**config.mk**
```make
export PLATFORM = sky130hd
export DESIGN_NAME = rv32i_instruction_decoder_top
export DESIGN_NICKNAME = d
export VERILOG_FILES = /design/src/sv/rvd_pkg.sv /design/src/sv/rv32i_instruction_decoder_top.sv /design/src/sv/rvd_decode.sv
export SDC_FILE = /design/constraint.sdc
export NUM_CORES = 1
export LEC_CHECK = 0
export BUFFER_PORTS_ARGS = -buffer_cell sky130_fd_sc_hd__clkbuf_2
export CORE_ASPECT_RATIO = 0.9
export CORE_MARGIN = 8
export CORE_UTILIZATION = 45
export DETAILED_ROUTE_END_ITERATION = 8
export PLACE_DENSITY = 0.68
export SYNTH_ARGS = -nofsm -noshare
export SYNTH_HDL_FRONTEND = slang
export SYNTH_SLANG_ARGS = --single-unit
```
**constraint.sdc**
```tcl
create_clock -name clk_i -period 7.5 [get_ports clk_i]
set_input_delay 1.5 -clock clk_i [delete_from_list [all_inputs] [get_ports clk_i]]
set_output_delay 1.5 -clock clk_i [all_outputs]
set_load 0.03 [all_outputs]
```
**src/sv/rvd_pkg.sv**
```systemverilog
// ----------------------------------------------------------------------------
// rvd_pkg
// Shared constants and types for the RV32I instruction decoder: base opcodes,
// mnemonic codes and the bundle of decoded fields.
// ----------------------------------------------------------------------------
package rvd_pkg;

  // Base opcodes (instruction bits 6..0).
  localparam logic [6:0] OPC_OP     = 7'h33;
  localparam logic [6:0] OPC_OPIMM  = 7'h13;
  localparam logic [6:0] OPC_LOAD   = 7'h03;
  localparam logic [6:0] OPC_STORE  = 7'h23;
  localparam logic [6:0] OPC_BRANCH = 7'h63;
  localparam logic [6:0] OPC_JALR   = 7'h67;
  localparam logic [6:0] OPC_SYSTEM = 7'h73;
  localparam logic [6:0] OPC_LUI    = 7'h37;
  localparam logic [6:0] OPC_AUIPC  = 7'h17;
  localparam logic [6:0] OPC_JAL    = 7'h6F;

  // The one SYSTEM word that is matched as a whole.
  localparam logic [31:0] WORD_MRET = 32'h3020_0073;

  // funct7 values of the OP group.
  localparam logic [6:0] F7_BASE = 7'h00;
  localparam logic [6:0] F7_ALT  = 7'h20;

  // funct3 values.
  localparam logic [2:0] F3_0 = 3'd0;
  localparam logic [2:0] F3_1 = 3'd1;
  localparam logic [2:0] F3_2 = 3'd2;
  localparam logic [2:0] F3_3 = 3'd3;
  localparam logic [2:0] F3_4 = 3'd4;
  localparam logic [2:0] F3_5 = 3'd5;
  localparam logic [2:0] F3_6 = 3'd6;
  localparam logic [2:0] F3_7 = 3'd7;

  localparam int unsigned MN_W = 6;

  // Dense mnemonic codes.
  localparam logic [MN_W-1:0] MN_UNKNOWN = 6'd0;
  localparam logic [MN_W-1:0] MN_ADD     = 6'd1;
  localparam logic [MN_W-1:0] MN_SLL     = 6'd2;
  localparam logic [MN_W-1:0] MN_SLT     = 6'd3;
  localparam logic [MN_W-1:0] MN_SLTU    = 6'd4;
  localparam logic [MN_W-1:0] MN_XOR     = 6'd5;
  localparam logic [MN_W-1:0] MN_SRL     = 6'd6;
  localparam logic [MN_W-1:0] MN_OR      = 6'd7;
  localparam logic [MN_W-1:0] MN_AND     = 6'd8;
  localparam logic [MN_W-1:0] MN_SUB     = 6'd9;
  localparam logic [MN_W-1:0] MN_SRA     = 6'd10;
  localparam logic [MN_W-1:0] MN_ADDI    = 6'd11;
  localparam logic [MN_W-1:0] MN_SLLI    = 6'd12;
  localparam logic [MN_W-1:0] MN_SLTI    = 6'd13;
  localparam logic [MN_W-1:0] MN_SLTIU   = 6'd14;
  localparam logic [MN_W-1:0] MN_XORI    = 6'd15;
  localparam logic [MN_W-1:0] MN_SRLI    = 6'd16;
  localparam logic [MN_W-1:0] MN_ORI     = 6'd17;
  localparam logic [MN_W-1:0] MN_ANDI    = 6'd18;
  localparam logic [MN_W-1:0] MN_SRAI    = 6'd19;
  localparam logic [MN_W-1:0] MN_LB      = 6'd20;
  localparam logic [MN_W-1:0] MN_LH      = 6'd21;
  localparam logic [MN_W-1:0] MN_LW      = 6'd22;
  localparam logic [MN_W-1:0] MN_LBU     = 6'd23;
  localparam logic [MN_W-1:0] MN_LHU     = 6'd24;
  localparam logic [MN_W-1:0] MN_SB      = 6'd25;
  localparam logic [MN_W-1:0] MN_SH      = 6'd26;
  localparam logic [MN_W-1:0] MN_SW      = 6'd27;
  localparam logic [MN_W-1:0] MN_BEQ     = 6'd28;
  localparam logic [MN_W-1:0] MN_BNE     = 6'd29;
  localparam logic [MN_W-1:0] MN_BLT     = 6'd30;
  localparam logic [MN_W-1:0] MN_BGE     = 6'd31;
  localparam logic [MN_W-1:0] MN_BLTU    = 6'd32;
  localparam logic [MN_W-1:0] MN_BGEU    = 6'd33;
  localparam logic [MN_W-1:0] MN_JALR    = 6'd34;
  localparam logic [MN_W-1:0] MN_MRET    = 6'd35;
  localparam logic [MN_W-1:0] MN_CSRRW   = 6'd36;
  localparam logic [MN_W-1:0] MN_EBREAK  = 6'd37;
  localparam logic [MN_W-1:0] MN_ECALL   = 6'd38;
  localparam logic [MN_W-1:0] MN_LUI     = 6'd39;
  localparam logic [MN_W-1:0] MN_AUIPC   = 6'd40;
  localparam logic [MN_W-1:0] MN_JAL     = 6'd41;
  localparam logic [MN_W-1:0] MN_J       = 6'd42;

  // Stream widths: input is instr then pc, output is padded to whole bytes.
  localparam int unsigned IN_TDATA_W  = 64;
  localparam int unsigned OUT_FIELD_W = 85;
  localparam int unsigned OUT_TDATA_W = 88;

  // Decoded fields of one instruction.
  typedef struct packed {
    logic [MN_W-1:0]    mnemonic;
    logic [4:0]         dest_reg;
    logic [4:0]         src_reg1;
    logic [4:0]         src_reg2;
    logic signed [31:0] immediate;
    logic [31:0]        target;
  } dec_result_t;

endpackage

```
**src/sv/rv32i_instruction_decoder_top.sv**
```systemverilog
// ----------------------------------------------------------------------------
// rv32i_instruction_decoder_top
// Streaming RV32I decoder: an input register, the decode logic and a result
// register, one instruction word per clock while m_axis takes results.
//
//   channel  dir  fields (tdata, lowest bit up)
//   s_axis   in   instr[31:0], pc[63:32]
//   m_axis   out  mnemonic[5:0], dest_reg[10:6], src_reg1[15:11],
//                 src_reg2[20:16], immediate[52:21], target[84:53], zero[87:85]
//
// One item per clock sustained while m_axis takes results; an accepted item
// passes the input register, then the result register, before it is offered.
// Reset empties both stages; no item is held across reset.
// A stall on m_axis holds the result stage, and an empty input stage can still
// take one item; s_axis_tready drops only when both stages hold an item and the
// result is not taken.
// ----------------------------------------------------------------------------
module rv32i_instruction_decoder_top
  import rvd_pkg::*;
(
  input  logic                   clk_i,
  input  logic                   rst_ni,
  input  logic                   s_axis_tvalid,
  output logic                   s_axis_tready,
  input  logic [IN_TDATA_W-1:0]  s_axis_tdata,   // instr[31:0], pc[63:32]
  output logic                   m_axis_tvalid,
  input  logic                   m_axis_tready,
  output logic [OUT_TDATA_W-1:0] m_axis_tdata    // mnemonic, dest_reg, src_reg1,
                                                 // src_reg2, immediate, target, pad
);

  logic        in_valid_q;
  logic [31:0] instr_q;
  logic [31:0] pc_q;
  logic        out_valid_q;
  dec_result_t res_q;
  dec_result_t res_d;
  logic        out_load;
  logic        in_load;

  // Stage advance: the result register frees up when it is empty or taken.
  assign out_load      = !out_valid_q || m_axis_tready;
  assign in_load       = !in_valid_q || out_load;
  assign s_axis_tready = in_load;

  // Input stage valid.
  always_ff @(posedge clk_i or negedge rst_ni) begin
    if (!rst_ni) begin
      in_valid_q <= 1'b0;
    end else if (in_load) begin
      in_valid_q <= s_axis_tvalid;
    end
  end

  // Input stage payload.
  always_ff @(posedge clk_i) begin
    if (in_load && s_axis_tvalid) begin
      instr_q <= s_axis_tdata[31:0];
      pc_q    <= s_axis_tdata[63:32];
    end
  end

  rvd_decode u_decode (
    .instr_i  (instr_q),
    .pc_i     (pc_q),
    .result_o (res_d)
  );

  // Result stage valid.
  always_ff @(posedge clk_i or negedge rst_ni) begin
    if (!rst_ni) begin
      out_valid_q <= 1'b0;
    end else if (out_load) begin
      out_valid_q <= in_valid_q;
    end
  end

  // Result stage payload.
  always_ff @(posedge clk_i) begin
    if (out_load && in_valid_q) begin
      res_q <= res_d;
    end
  end

  // Pack the result, first field lowest.
  assign m_axis_tvalid = out_valid_q;
  assign m_axis_tdata  = {{(OUT_TDATA_W - OUT_FIELD_W){1'b0}},
                          res_q.target, res_q.immediate, res_q.src_reg2,
                          res_q.src_reg1, res_q.dest_reg, res_q.mnemonic};

endmodule

```
**src/sv/rvd_decode.sv**
```systemverilog
// ----------------------------------------------------------------------------
// rvd_decode
// Combinational decode of one RV32I word: mnemonic, register fields,
// format immediate and pc-relative target for branches and JAL.
// ----------------------------------------------------------------------------
module rvd_decode
  import rvd_pkg::*;
(
  input  logic [31:0] instr_i,
  input  logic [31:0] pc_i,
  output dec_result_t result_o
);

  logic [6:0]      opc;
  logic [2:0]      f3;
  logic [6:0]      f7;
  logic [31:0]     imm_i;
  logic [31:0]     imm_s;
  logic [31:0]     imm_b;
  logic [31:0]     imm_j;
  logic [31:0]     imm_u;
  logic [MN_W-1:0] code;
  logic [31:0]     imm;
  logic            use_b;
  logic            use_j;
  logic [31:0]     offset;
  logic [31:0]     tgt_sum;

  assign opc = instr_i[6:0];
  assign f3  = instr_i[14:12];
  assign f7  = instr_i[31:25];

  // Immediates of every format, sign extended where the format asks for it.
  assign imm_i = {{20{instr_i[31]}}, instr_i[31:20]};
  assign imm_s = {{20{instr_i[31]}}, instr_i[31:25], instr_i[11:7]};
  assign imm_b = {{19{instr_i[31]}}, instr_i[31], instr_i[7], instr_i[30:25],
                  instr_i[11:8], 1'b0};
  assign imm_j = {{11{instr_i[31]}}, instr_i[31], instr_i[19:12], instr_i[20],
                  instr_i[30:21], 1'b0};
  assign imm_u = {12'd0, instr_i[31:12]};

  // Mnemonic and immediate selection by opcode.
  always_comb begin
    code  = MN_UNKNOWN;
    imm   = 32'd0;
    use_b = 1'b0;
    use_j = 1'b0;
    case (opc)
      OPC_OP: begin
        if (f7 == F7_ALT) begin
          if (f3 == F3_0) code = MN_SUB;
          else if (f3 == F3_5) code = MN_SRA;
        end else if (f7 == F7_BASE) begin
          case (f3)
            F3_0:    code = MN_ADD;
            F3_1:    code = MN_SLL;
            F3_2:    code = MN_SLT;
            F3_3:    code = MN_SLTU;
            F3_4:    code = MN_XOR;
            F3_5:    code = MN_SRL;
            F3_6:    code = MN_OR;
            default: code = MN_AND;
          endcase
        end
      end
      OPC_OPIMM: begin
        imm = imm_i;
        // Any upper bit set on a right shift picks the arithmetic form.
        if (f3 == F3_5 && f7 != 7'd0) begin
          code = MN_SRAI;
          imm  = {27'd0, imm_i[4:0]};
        end else begin
          case (f3)
            F3_0:    code = MN_ADDI;
            F3_1:    code = MN_SLLI;
            F3_2:    code = MN_SLTI;
            F3_3:    code = MN_SLTIU;
            F3_4:    code = MN_XORI;
            F3_5:    code = MN_SRLI;
            F3_6:    code = MN_ORI;
            default: code = MN_ANDI;
          endcase
        end
      end
      OPC_LOAD: begin
        imm = imm_i;
        case (f3)
          F3_0:    code = MN_LB;
          F3_1:    code = MN_LH;
          F3_2:    code = MN_LW;
          F3_4:    code = MN_LBU;
          F3_5:    code = MN_LHU;
          default: code = MN_UNKNOWN;
        endcase
      end
      OPC_STORE: begin
        imm = imm_s;
        case (f3)
          F3_0:    code = MN_SB;
          F3_1:    code = MN_SH;
          F3_2:    code = MN_SW;
          default: code = MN_UNKNOWN;
        endcase
      end
      OPC_BRANCH: begin
        imm   = imm_b;
        use_b = 1'b1;
        case (f3)
          F3_0:    code = MN_BEQ;
          F3_1:    code = MN_BNE;
          F3_4:    code = MN_BLT;
          F3_5:    code = MN_BGE;
          F3_6:    code = MN_BLTU;
          F3_7:    code = MN_BGEU;
          default: code = MN_UNKNOWN;
        endcase
      end
      OPC_JALR: begin
        code = MN_JALR;
        imm  = imm_i;
      end
      OPC_SYSTEM: begin
        imm = imm_i;
        if (instr_i == WORD_MRET) begin
          code = MN_MRET;
        end else if (f3 == F3_1) begin
          code = MN_CSRRW;
          imm  = {20'd0, instr_i[31:20]};
        end else if (instr_i[31:20] != 12'd0) begin
          code = MN_EBREAK;
        end else begin
          code = MN_ECALL;
        end
      end
      OPC_LUI: begin
        code = MN_LUI;
        imm  = imm_u;
      end
      OPC_AUIPC: begin
        code = MN_AUIPC;
        imm  = imm_u;
      end
      OPC_JAL: begin
        imm   = imm_j;
        use_j = 1'b1;
        code  = (instr_i[11:7] != 5'd0) ? MN_JAL : MN_J;
      end
      default: begin
        code = MN_UNKNOWN;
      end
    endcase
  end

  // One shared adder serves branch and jump targets.
  assign offset  = use_j ? imm_j : imm_b;
  assign tgt_sum = pc_i + offset;

  // An unknown word reports zero immediate and zero target.
  always_comb begin
    result_o.mnemonic  = code;
    result_o.dest_reg  = instr_i[11:7];
    result_o.src_reg1  = instr_i[19:15];
    result_o.src_reg2  = instr_i[24:20];
    result_o.immediate = (code == MN_UNKNOWN) ? 32'sd0 : $signed(imm);
    result_o.target    = ((use_b || use_j) && code != MN_UNKNOWN) ? tgt_sum : 32'd0;
  end

endmodule

```
After elaboration in Yosys (flattened, before gate mapping)

Index checks and enable logic that the tools add are counted.

Flip-flop bits (word level): 151
Input port bits: 68
Output and inout bits: 90
Word-level logic and storage cells: 70

$add $sub $neg: 1
Equal/unequal tests: 19
Muxes and demuxes: 22
Reductions and logical operators: 18

Operators with widths:

| operator               | count |
|---|---|
| $pmux W32 S7           | 1 |
| $mux W32               | 3 |
| $pmux W6 S10           | 1 |
| $mux W6                | 6 |
| $pmux W6 S6            | 1 |
| $pmux W5 S7            | 1 |
| $add A32 B32 Y32       | 1 |
| $eq A32 B30 Y1 const B | 1 |
| $eq A7 B6 Y1 const B   | 4 |
| $eq A7 B7 Y1 const B   | 4 |
| $pmux W4 S7            | 1 |
| $pmux W5 S5            | 1 |
| $mux W20               | 1 |
| $pmux W5 S3            | 1 |
| $eq A7 B5 Y1 const B   | 2 |
| $eq A3 B3 Y1 const B   | 4 |
| $reduce_bool A12 Y1    | 1 |
| $eq A7 B2 Y1 const B   | 1 |
| $logic_not A7 Y1       | 1 |
| $reduce_bool A7 Y1     | 1 |
| $eq A3 B2 Y1 const B   | 2 |
| $logic_not A6 Y1       | 1 |
| $reduce_bool A6 Y1     | 1 |
| $reduce_bool A5 Y1     | 1 |
| other kinds (9)        | 18 |

Depth between registers and ports, before layout

Gate-level depths: netlist of run 1.

Depth after elaboration: 7
Mapped depth: 15
Depth with buffers taken out: 13

Modules after synthesis

From an unflattened synthesis of run 1, not the netlist that was laid out.

Cell total of the unflattened synthesis: 675
Area total of the unflattened synthesis: 7837.5 µm²

By module, submodules not included:

| module                        | times used | cells each | area each (µm²) | sequential area each (µm²) |
|---|---|---|---|---|
| rv32i_instruction_decoder_top | 1          | 161        | 4604.4          | 4524.3 |
| rvd_decode                    | 1          | 514        | 3233.1          | 0.0 |

Worst setup path before layout of run 1

OpenSTA, ideal clock, no wires.

Path kind: reg2reg
From: register instr_q[6]
To: register res_q, in the netlist m_axis_tdata[81], data pin
Setup time: 0.152 ns
Arrival time: 3.845 ns
Data required time: 7.348 ns
Setup slack: 3.503 ns
Stages on the path, launching flop included: 16
Buffers on the path: 3
Period minus slack after synthesis: 3.997 ns
Cells stage by stage: edfxtp_1 > clkbuf_1 > nand2_1 > nor3_1 > nand2b_1 > clkbuf_1 > nand2_1 > ha_1 > clkbuf_1 > o21ai_0 > o21a_1 > o41ai_1 > nand4_1 > and3_1 > or3_1 > a31oi_1

Word-level cells in the longest chain between the ends: 5
Elaborated cells between the ends (all ways): 20
Classes of those cells: 1 x add/sub; 11 x eq/ne; 5 x mux; 3 x reduce/logical

Ends and longest elaborated chain:

| what                                                     | line                                | text |
|---|---|---|
| start: declaration                                       | rv32i_instruction_decoder_top.sv:33 | `logic [31:0] instr_q;` |
| start signal: assignment                                 | rv32i_instruction_decoder_top.sv:58 | `instr_q <= s_axis_tdata[31:0];` |
| branches (longest 5 deep; another with $add A32 B32 Y32) | n/a                                 |  |
| end signal: assignment                                   | rv32i_instruction_decoder_top.sv:81 | `res_q <= res_d;` |
| end: declaration                                         | rv32i_instruction_decoder_top.sv:36 | `dec_result_t res_q;` |

Several ways; the timed one is not identified.
A chain may end at the register's enable or synchronous reset.

Final worst setup path of run 1

From: register instr_q[6]
To: register res_q, in the netlist m_axis_tdata[83], data pin

Same word-level chain as after synthesis.

==> results.json, run 1 <==
{
  "pwr-share-seq_pct": 45.5,
  "antenna_found_initial": 0,
  "ys_seq_elements": 140,
  "clock_skew_ns": 0.0180,
  "critPathArrivalTime_ns": 4.52,
  "netlist_instances": 656,
  "drv_slew": 0,
  "ys.warnings.count": 0,
  "status": "completed",
  "postCtsSetupBuffers": 0,
  "die_w_um": 152,
  "grt_pass1_vias": 5969,
  "synth-edff-count": 138,
  "cts-htree-levels": 4,
  "p_int_mw": 1.52,
  "drt_iter0_drc": 630,
  "pwr-share-clk_pct": 38.3,
  "wl_mm": 21.6,
  "holdWs_ns": 0.507,
  "cts_hold_buf": 0,
  "hold_end": "m_axis_tvalid$_DFFE_PN0P_",
  "maxCapViolations": 0,
  "reg2reg_slack_ns": 3.16,
  "min_period_ns": 4.34,
  "power.density_nw_per_um2": 238,
  "clockBufferDepth": 2,
  "dr.pass1.iters": 5,
  "synthFlopType": "edfxtp_1",
  "cts_tree": "done",
  "clock.fmax_mhz": 230,
  "mostFrequentLayoutCells": "154 x clkbuf_2, 138 x edfxtp_1, 54 x nor2_1",
  "dieArea_um2": 21100,
  "clkSinkCount": 140,
  "cts_made_buffers": 17,
  "setup_ws_ns": 3.16,
  "p_total_mw": 2.12,
  "cp-start-kind": "register",
  "row_count": 44,
  "setup-tns-final_ns": 0,
  "async_flop_share_pct": 1.43,
  "dp_hpwl_mm": 15.7,
  "crit_fanout": 17,
  "final_util_pct": 54.9,
  "worst_slew_pin_slew_ns": 0.993,
  "nNetsFinal": 889,
  "drive_above_1_share_pct": 25.7,
  "ys_types": 70,
  "clk_latency_ns": 0.44,
  "setup_violations": 0,
  "rsz0062_at_grt": "no",
  "path_clk_slew_ns": 0.06,
  "diodes": 0,
  "start_util_pct": 46.2,
  "io_buffers": 154,
  "r2r_start": "instr_q[6]$_DFFE_PP_",
  "crit_required_ns": 7.68,
  "layout_commonest_cell": "clkbuf_2",
  "dpl-instance-area_um2": 8350,
  "combinationalPowerShare_pct": 16.1,
  "finalCritPeriodShare_pct": 57.9,
  "die_h_um": 139,
  "r2r_end": "m_axis_tdata[83]$_SDFFCE_PN0P_",
  "layout.cells.non_filler": 1009,
  "io_pins": 158,
  "vias": 5905,
  "wl_per_cell_um": 21.4,
  "antenna_left": 0,
  "stdcell_area_um2": 8920,
  "syn_area_um2": 7510,
  "hp-start": "in_valid_q$_DFFE_PN0N_",
  "peakVddDrop_mv": 0.168,
  "leakage_nw": 3.52,
  "switching_power_mw": 0.598,
  "drc": 0,
  "grt_max_degree": 75,
  "avgSynthCellArea_um2": 11.4,
  "grt_pass1_wl_mm": 34.1,
  "relSlewSlack_pct": 33.8,
  "seq_area_frac_synth_pct": 55.8,
  "cts.repair.resized": 0,
  "hold_violations": 0,
  "grt.overflow.total": 0,
  "grtUsageTotal_pct": 20.8,
  "min_path_type": "register to register",
  "place_ws_ns": 3.24,
  "syn2layout_area_growth_pct": 18.8,
  "routed_via_density": 5.85,
  "core_um2": 16200,
  "placed_cells": 978,
  "hold_depth": 1,
  "r2r_cells": 13,
  "root_buffer": "clkbuf_16",
  "swShare_pct": 28.2,
  "cp-end-kind": "register",
  "path_class": "register to register",
  "gp_congestion": 0.927
}
==> worst max-delay path by stage <==
stage / startpoint / endpoint / slack, ns / cells past startpoint
5_1_grt: instr_q[6]$_DFFE_PP_ / m_axis_tdata[83]$_SDFFCE_PN0P_ / 2.82 / 13
4_1_cts: instr_q[6]$_DFFE_PP_ / m_axis_tdata[81]$_SDFFCE_PN0P_ / 3.21 / 13
3_3_place_gp: instr_q[6]$_DFFE_PP_ / m_axis_tdata[83]$_SDFFCE_PN0P_ / 3.32 / 13
6_report: instr_q[6]$_DFFE_PP_ / m_axis_tdata[83]$_SDFFCE_PN0P_ / 3.16 / 13
3_5_place_dp: instr_q[6]$_DFFE_PP_ / m_axis_tdata[81]$_SDFFCE_PN0P_ / 3.24 / 13
2_1_floorplan: instr_q[6]$_DFFE_PP_ / m_axis_tdata[81]$_SDFFCE_PN0P_ / 3.50 / 15
==> registers in the layout (all words and copies together) (netlist names) <==
register       cells
pc_q              32
in_valid_q         1
m_axis_tdata      74
instr_q           32
m_axis_tvalid      1
==> synth_stat cells (6+ instances only) <==
cell type,n,area share [%]
edfxtp_1,138,55
nor2_1,54,2.7
nand2_1,51,2.5
a21oi_1,34,2.3
ha_1,30,5.0
o21ai_0,28,1.9
clkbuf_1,25,1.2
nor3_1,22,1.5
a21o_1,16,1.6
a31oi_1,16,1.3
nand2b_1,16,1.3
buf_4,15,1.5
inv_1,14,0.70
and2_1,10,0.83
nand4_1,9,0.75
nor2b_1,9,0.75
xnor2_1,9,1.0
xor2_1,9,1.0
nand3_1,8,0.53
a22oi_1,7,0.70
and3_1,7,0.58
nand3b_1,6,0.60
nor3b_1,6,0.60
nor4_1,6,0.50
o211ai_1,6,0.60
o21a_1,6,0.60
or3_1,6,0.50
==> power groups by stage <==
| stage | combinational [mW] | sequential [mW] | clock [mW] |
|---|---|---|---|
| 5_1_grt | 0.373 | 0.971 | 0.865 |
| 4_1_cts | 0.342 | 0.965 | 0.831 |
| 2_1_floorplan | 0.205 | 1.01 | 0 |
| 3_3_place_gp | 0.333 | 0.980 | 0 |
| 6_report | 0.342 | 0.966 | 0.813 |
| 3_5_place_dp | 0.339 | 0.981 | 0 |
==> worst max-delay path: stages (launching register included) <==
cell and delay, ns:
edfxtp_1 0.70, nand2_1 0.25, nor3_2 0.21, buf_4 0.25, nand2b_1 0.27, nand2_1 0.09, ha_1 0.46, o21ai_0 0.18
o21a_1 0.20, o41ai_1 0.54, nand4_1 0.25, a311oi_1 0.39, o21ai_0 0.12, nor3b_1 0.15
==> logic make-up (layout without fill, tap and decap cells) <==
family	Yosys count	count (layout)	share of synthesized area (%)
AOI/OAI and AO/OA	166	166	15.3
adders and majority gates	31	31	5.26
muxes	9	9	1.28
buffers and inverters	60	204	4.02
and+or+nand+nor	231	231	16.1
other	1	3	0.0499
DFF	140	140	55.8
xor gates and xnor gates	18	18	2.10
==> area by class of cell <==
cell class / instances / area (µm²)
fillers: 1379 / 7320
flip-flops and latches: 140 / 4190
clock buffers: 17 / 425
multi-input cells: 458 / 3040
well taps: 207 / 259
inverters: 14 / 52.6
repair buffers: 159 / 808
clock inverters: 14 / 145
==> routing by layer <==
layer	share of wire, %	vias to the layer above	GRT usage (%)
met5	0	-	0
met4	2.2	0	6.99
met3	8.5	35	6.88
met2	43	261	30.5
met1	46	2825	28.2
li1	-	2784	-
(Power assumes the default switching activity.)
==> run 2, diff against run 1 <==
--- a/config.mk
+++ b/config.mk
@@ -5,12 +5,13 @@
 export SDC_FILE = /design/constraint.sdc
 export NUM_CORES = 1
 export LEC_CHECK = 0
+export ABC_AREA = 1
 export BUFFER_PORTS_ARGS = -buffer_cell sky130_fd_sc_hd__clkbuf_2
 export CORE_ASPECT_RATIO = 0.9
 export CORE_MARGIN = 8
 export CORE_UTILIZATION = 45
 export DETAILED_ROUTE_END_ITERATION = 8
-export PLACE_DENSITY = 0.68
+export PLACE_DENSITY = 0.7
 export SYNTH_ARGS = -nofsm -noshare
 export SYNTH_HDL_FRONTEND = slang
 export SYNTH_SLANG_ARGS = --single-unit
==> constraint.sdc (replaced) <==
create_clock -name clk_i -period 3.5 [get_ports clk_i]
set_input_delay 0.7 -clock clk_i [delete_from_list [all_inputs] [get_ports clk_i]]
set_output_delay 0.7 -clock clk_i [all_outputs]
set_load 0.03 [all_outputs]
==> run 2 against run 1 <==
Compared with the run above:
- final area rose by 5.2%
- die area increased by 3.5%
- routed wire length rose by 1.3%
- sequential share of layout area down 2.3 points
- sequential cell count unchanged
- clock power rose by 110%
- core utilization rose by 0.43 points
- clock-buffer cell count is the same
==> results.json, run 2 <==
{
  "die_h_um": 141,
  "seq_area_frac_synth_pct": 53.7,
  "setup_violations": 0,
  "syn2layout_area_growth_pct": 20.3,
  "path_clk_slew_ns": 0.06,
  "start_util_pct": 46.0,
  "clkSinkCount": 140,
  "setup_ws_ns": 0.363,
  "ys_seq_elements": 140,
  "grt_pass1_wl_mm": 34.6,
  "r2r_cells": 18,
  "routed_via_density": 5.11,
  "swShare_pct": 32.1,
  "antenna_found_initial": 0,
  "status": "completed",
  "async_flop_share_pct": 1.43,
  "cp-start-kind": "register",
  "vias": 6566,
  "cts_made_buffers": 17,
  "grtUsageTotal_pct": 20.4,
  "syn_area_um2": 7800,
  "cts_hold_buf": 0,
  "placed_cells": 1252,
  "clock_skew_ns": 0.00990,
  "largest_reg_flops": 74,
  "row_count": 45,
  "layout_commonest_cell": "nand2_1",
  "place_ws_ns": 0.138,
  "finalCritPeriodShare_pct": 89.6,
  "cts_tree": "done",
  "power.density_nw_per_um2": 517,
  "netlist_instances": 874,
  "synth.largest_area_cell": "edfxtp_1",
  "synth-edff-count": 138,
  "netlist.area_leader.share_pct": 53.1,
  "min_path_type": "input pin to async pin",
  "p_int_mw": 3.30,
  "clk_latency_ns": 0.42,
  "worst_slew_pin_slew_ns": 0.655,
  "ys.warnings.count": 0,
  "io_buffers": 154,
  "switching_power_mw": 1.56,
  "hold_violations": 0,
  "crit_required_ns": 3.66,
  "ys_types": 39,
  "reg2reg_slack_ns": 0.36,
  "relSlewSlack_pct": 56.2,
  "synth_most_common_cell": "nand2_1",
  "wl_per_cell_um": 17.1,
  "io_pins": 158,
  "cts-htree-levels": 4,
  "peakVddDrop_mv": 0.349,
  "final_util_pct": 55.4,
  "stdcell_area_um2": 9390,
  "clockBufferDepth": 2,
  "min_period_ns": 3.14,
  "avgSynthCellArea_um2": 8.93,
  "crit_fanout": 18,
  "synthTopCellsByCount": "182 x nand2_1, 152 x nor2_1, 138 x edfxtp_1, 111 x inv_1, 48 x nand3_1",
  "drc": 0,
  "mostFrequentLayoutCells": "180 x nand2_1, 154 x clkbuf_2, 152 x nor2_1",
  "dp_hpwl_mm": 17.0,
  "postCtsSetupBuffers": 0,
  "dieArea_um2": 21800,
  "antenna_left": 0,
  "gp_congestion": 0.922,
  "grt.overflow.total": 0,
  "cp-end-kind": "register",
  "r2r_end": "m_axis_tdata[75]$_SDFFCE_PN0P_",
  "pwr-share-clk_pct": 35.8,
  "setup-tns-final_ns": 0,
  "die_w_um": 155,
  "nNetsFinal": 1135,
  "pwr-share-seq_pct": 43.1,
  "core_um2": 16900,
  "drv_slew": 0,
  "clock.fmax_mhz": 319,
  "diodes": 0,
  "drive_above_1_share_pct": 20.8,
  "rsz0062_at_grt": "no",
  "leakage_nw": 4.25,
  "dr.pass1.iters": 5,
  "synthTopCellsByArea": "edfxtp_1 53%, nand2_1 8.8%, nor2_1 7.3%, inv_1 5.3%, ha_1 4.8%",
  "grt_pass1_vias": 6337,
  "holdWs_ns": 0.0569,
  "wl_mm": 21.9,
  "maxCapViolations": 0,
  "p_total_mw": 4.86,
  "path_class": "register to register",
  "synthFlopType": "edfxtp_1",
  "layout.cells.non_filler": 1284,
  "r2r_start": "instr_q[5]$_DFFE_PP_",
  "combinationalPowerShare_pct": 21.1,
  "dpl-instance-area_um2": 8810,
  "grt_max_degree": 43,
  "fillers": 1546,
  "critPathArrivalTime_ns": 3.30,
  "drt_iter0_drc": 688,
  "root_buffer": "clkbuf_16",
  "cts.repair.resized": 0
}
==> run 2: cell types whose count changed after synthesis, moves of 9 or more <==
cell / change
nand2b_1: -16
nor2_1: +98
a21o_1: -12
a31oi_1: -13
o22ai_1: +9
nor3_1: -16
nand3_1: +40
inv_1: +97
nor2b_1: -9
a21oi_1: +12
nand2_1: +131
and2_1: -10
clkbuf_1: -22
==> run 2: metal layers <==
layer,share of wire [%],vias up,global-route usage (%)
met5,0,-,0
li1,-,3238,-
met3,11,22,6.14
met4,1.2,0,5.56
met2,42,321,29.0
met1,46,2985,29.5
==> run 2: power by group through the flow <==
stage	Sequential [mW]	Clock, mW	Combinational [mW]
floorplan	2.28	0	0.551
global placement	2.12	0	1.02
detailed placement	2.13	0	1.02
CTS	2.09	1.76	1.02
global route	2.11	1.83	1.13
finish	2.09	1.74	1.03
==> run 2: cell families after synthesis <==
family          synth area share, %
xor+xnor                       2.13
compound gates                 9.16
buf+inv                        7.98
other cells                  0.0481
simple gates                   21.9
flops                          53.7
fa+ha+maj                      5.07
==> run 2: worst max-delay path by stage <==
| stage | to | startpoint | slack [ns] | cells past startpoint |
|---|---|---|---|---|
| 2_1_floorplan | m_axis_tdata[0]$_DFFE_PP_ | m_axis_tready | 0.15 | 2 |
| 3_5_place_dp | m_axis_tdata[75]$_SDFFCE_PN0P_ | instr_q[5]$_DFFE_PP_ | 0.14 | 18 |
| 5_1_grt | m_axis_tdata[75]$_SDFFCE_PN0P_ | instr_q[5]$_DFFE_PP_ | 0.06 | 18 |
| 6_report | m_axis_tdata[75]$_SDFFCE_PN0P_ | instr_q[5]$_DFFE_PP_ | 0.36 | 18 |
| 4_1_cts | m_axis_tdata[75]$_SDFFCE_PN0P_ | instr_q[5]$_DFFE_PP_ | 0.08 | 18 |
| 3_3_place_gp | m_axis_tdata[75]$_SDFFCE_PN0P_ | instr_q[5]$_DFFE_PP_ | 0.16 | 18 |
==> run 2: critical path: stages (launching register included) <==
cell and delay [ns]:
edfxtp_1 0.43, nand2_1 0.09, nor2_2 0.21, nand2_4 0.17
nand2_2 0.15, o21ai_0 0.10, ha_1 0.39, nand2_1 0.20
inv_1 0.06, a21oi_1 0.19, a21boi_0 0.18, o21ai_0 0.10
buf_4 0.17, a21oi_1 0.16, inv_1 0.07, nand2_1 0.07
nand2_1 0.07, inv_1 0.05, nor2_1 0.03
==> run 2: layout make-up <==
class                   instances  area (µm²)  area share, %
inverters                     119         447           4.76
clock inverters                15         136           1.45
repair buffers                166         873           9.31
well taps                     235         294           3.13
multi-input cells             592        3020           32.1
clock buffers                  17         425           4.53
flip-flops and latches        140        4190           44.7
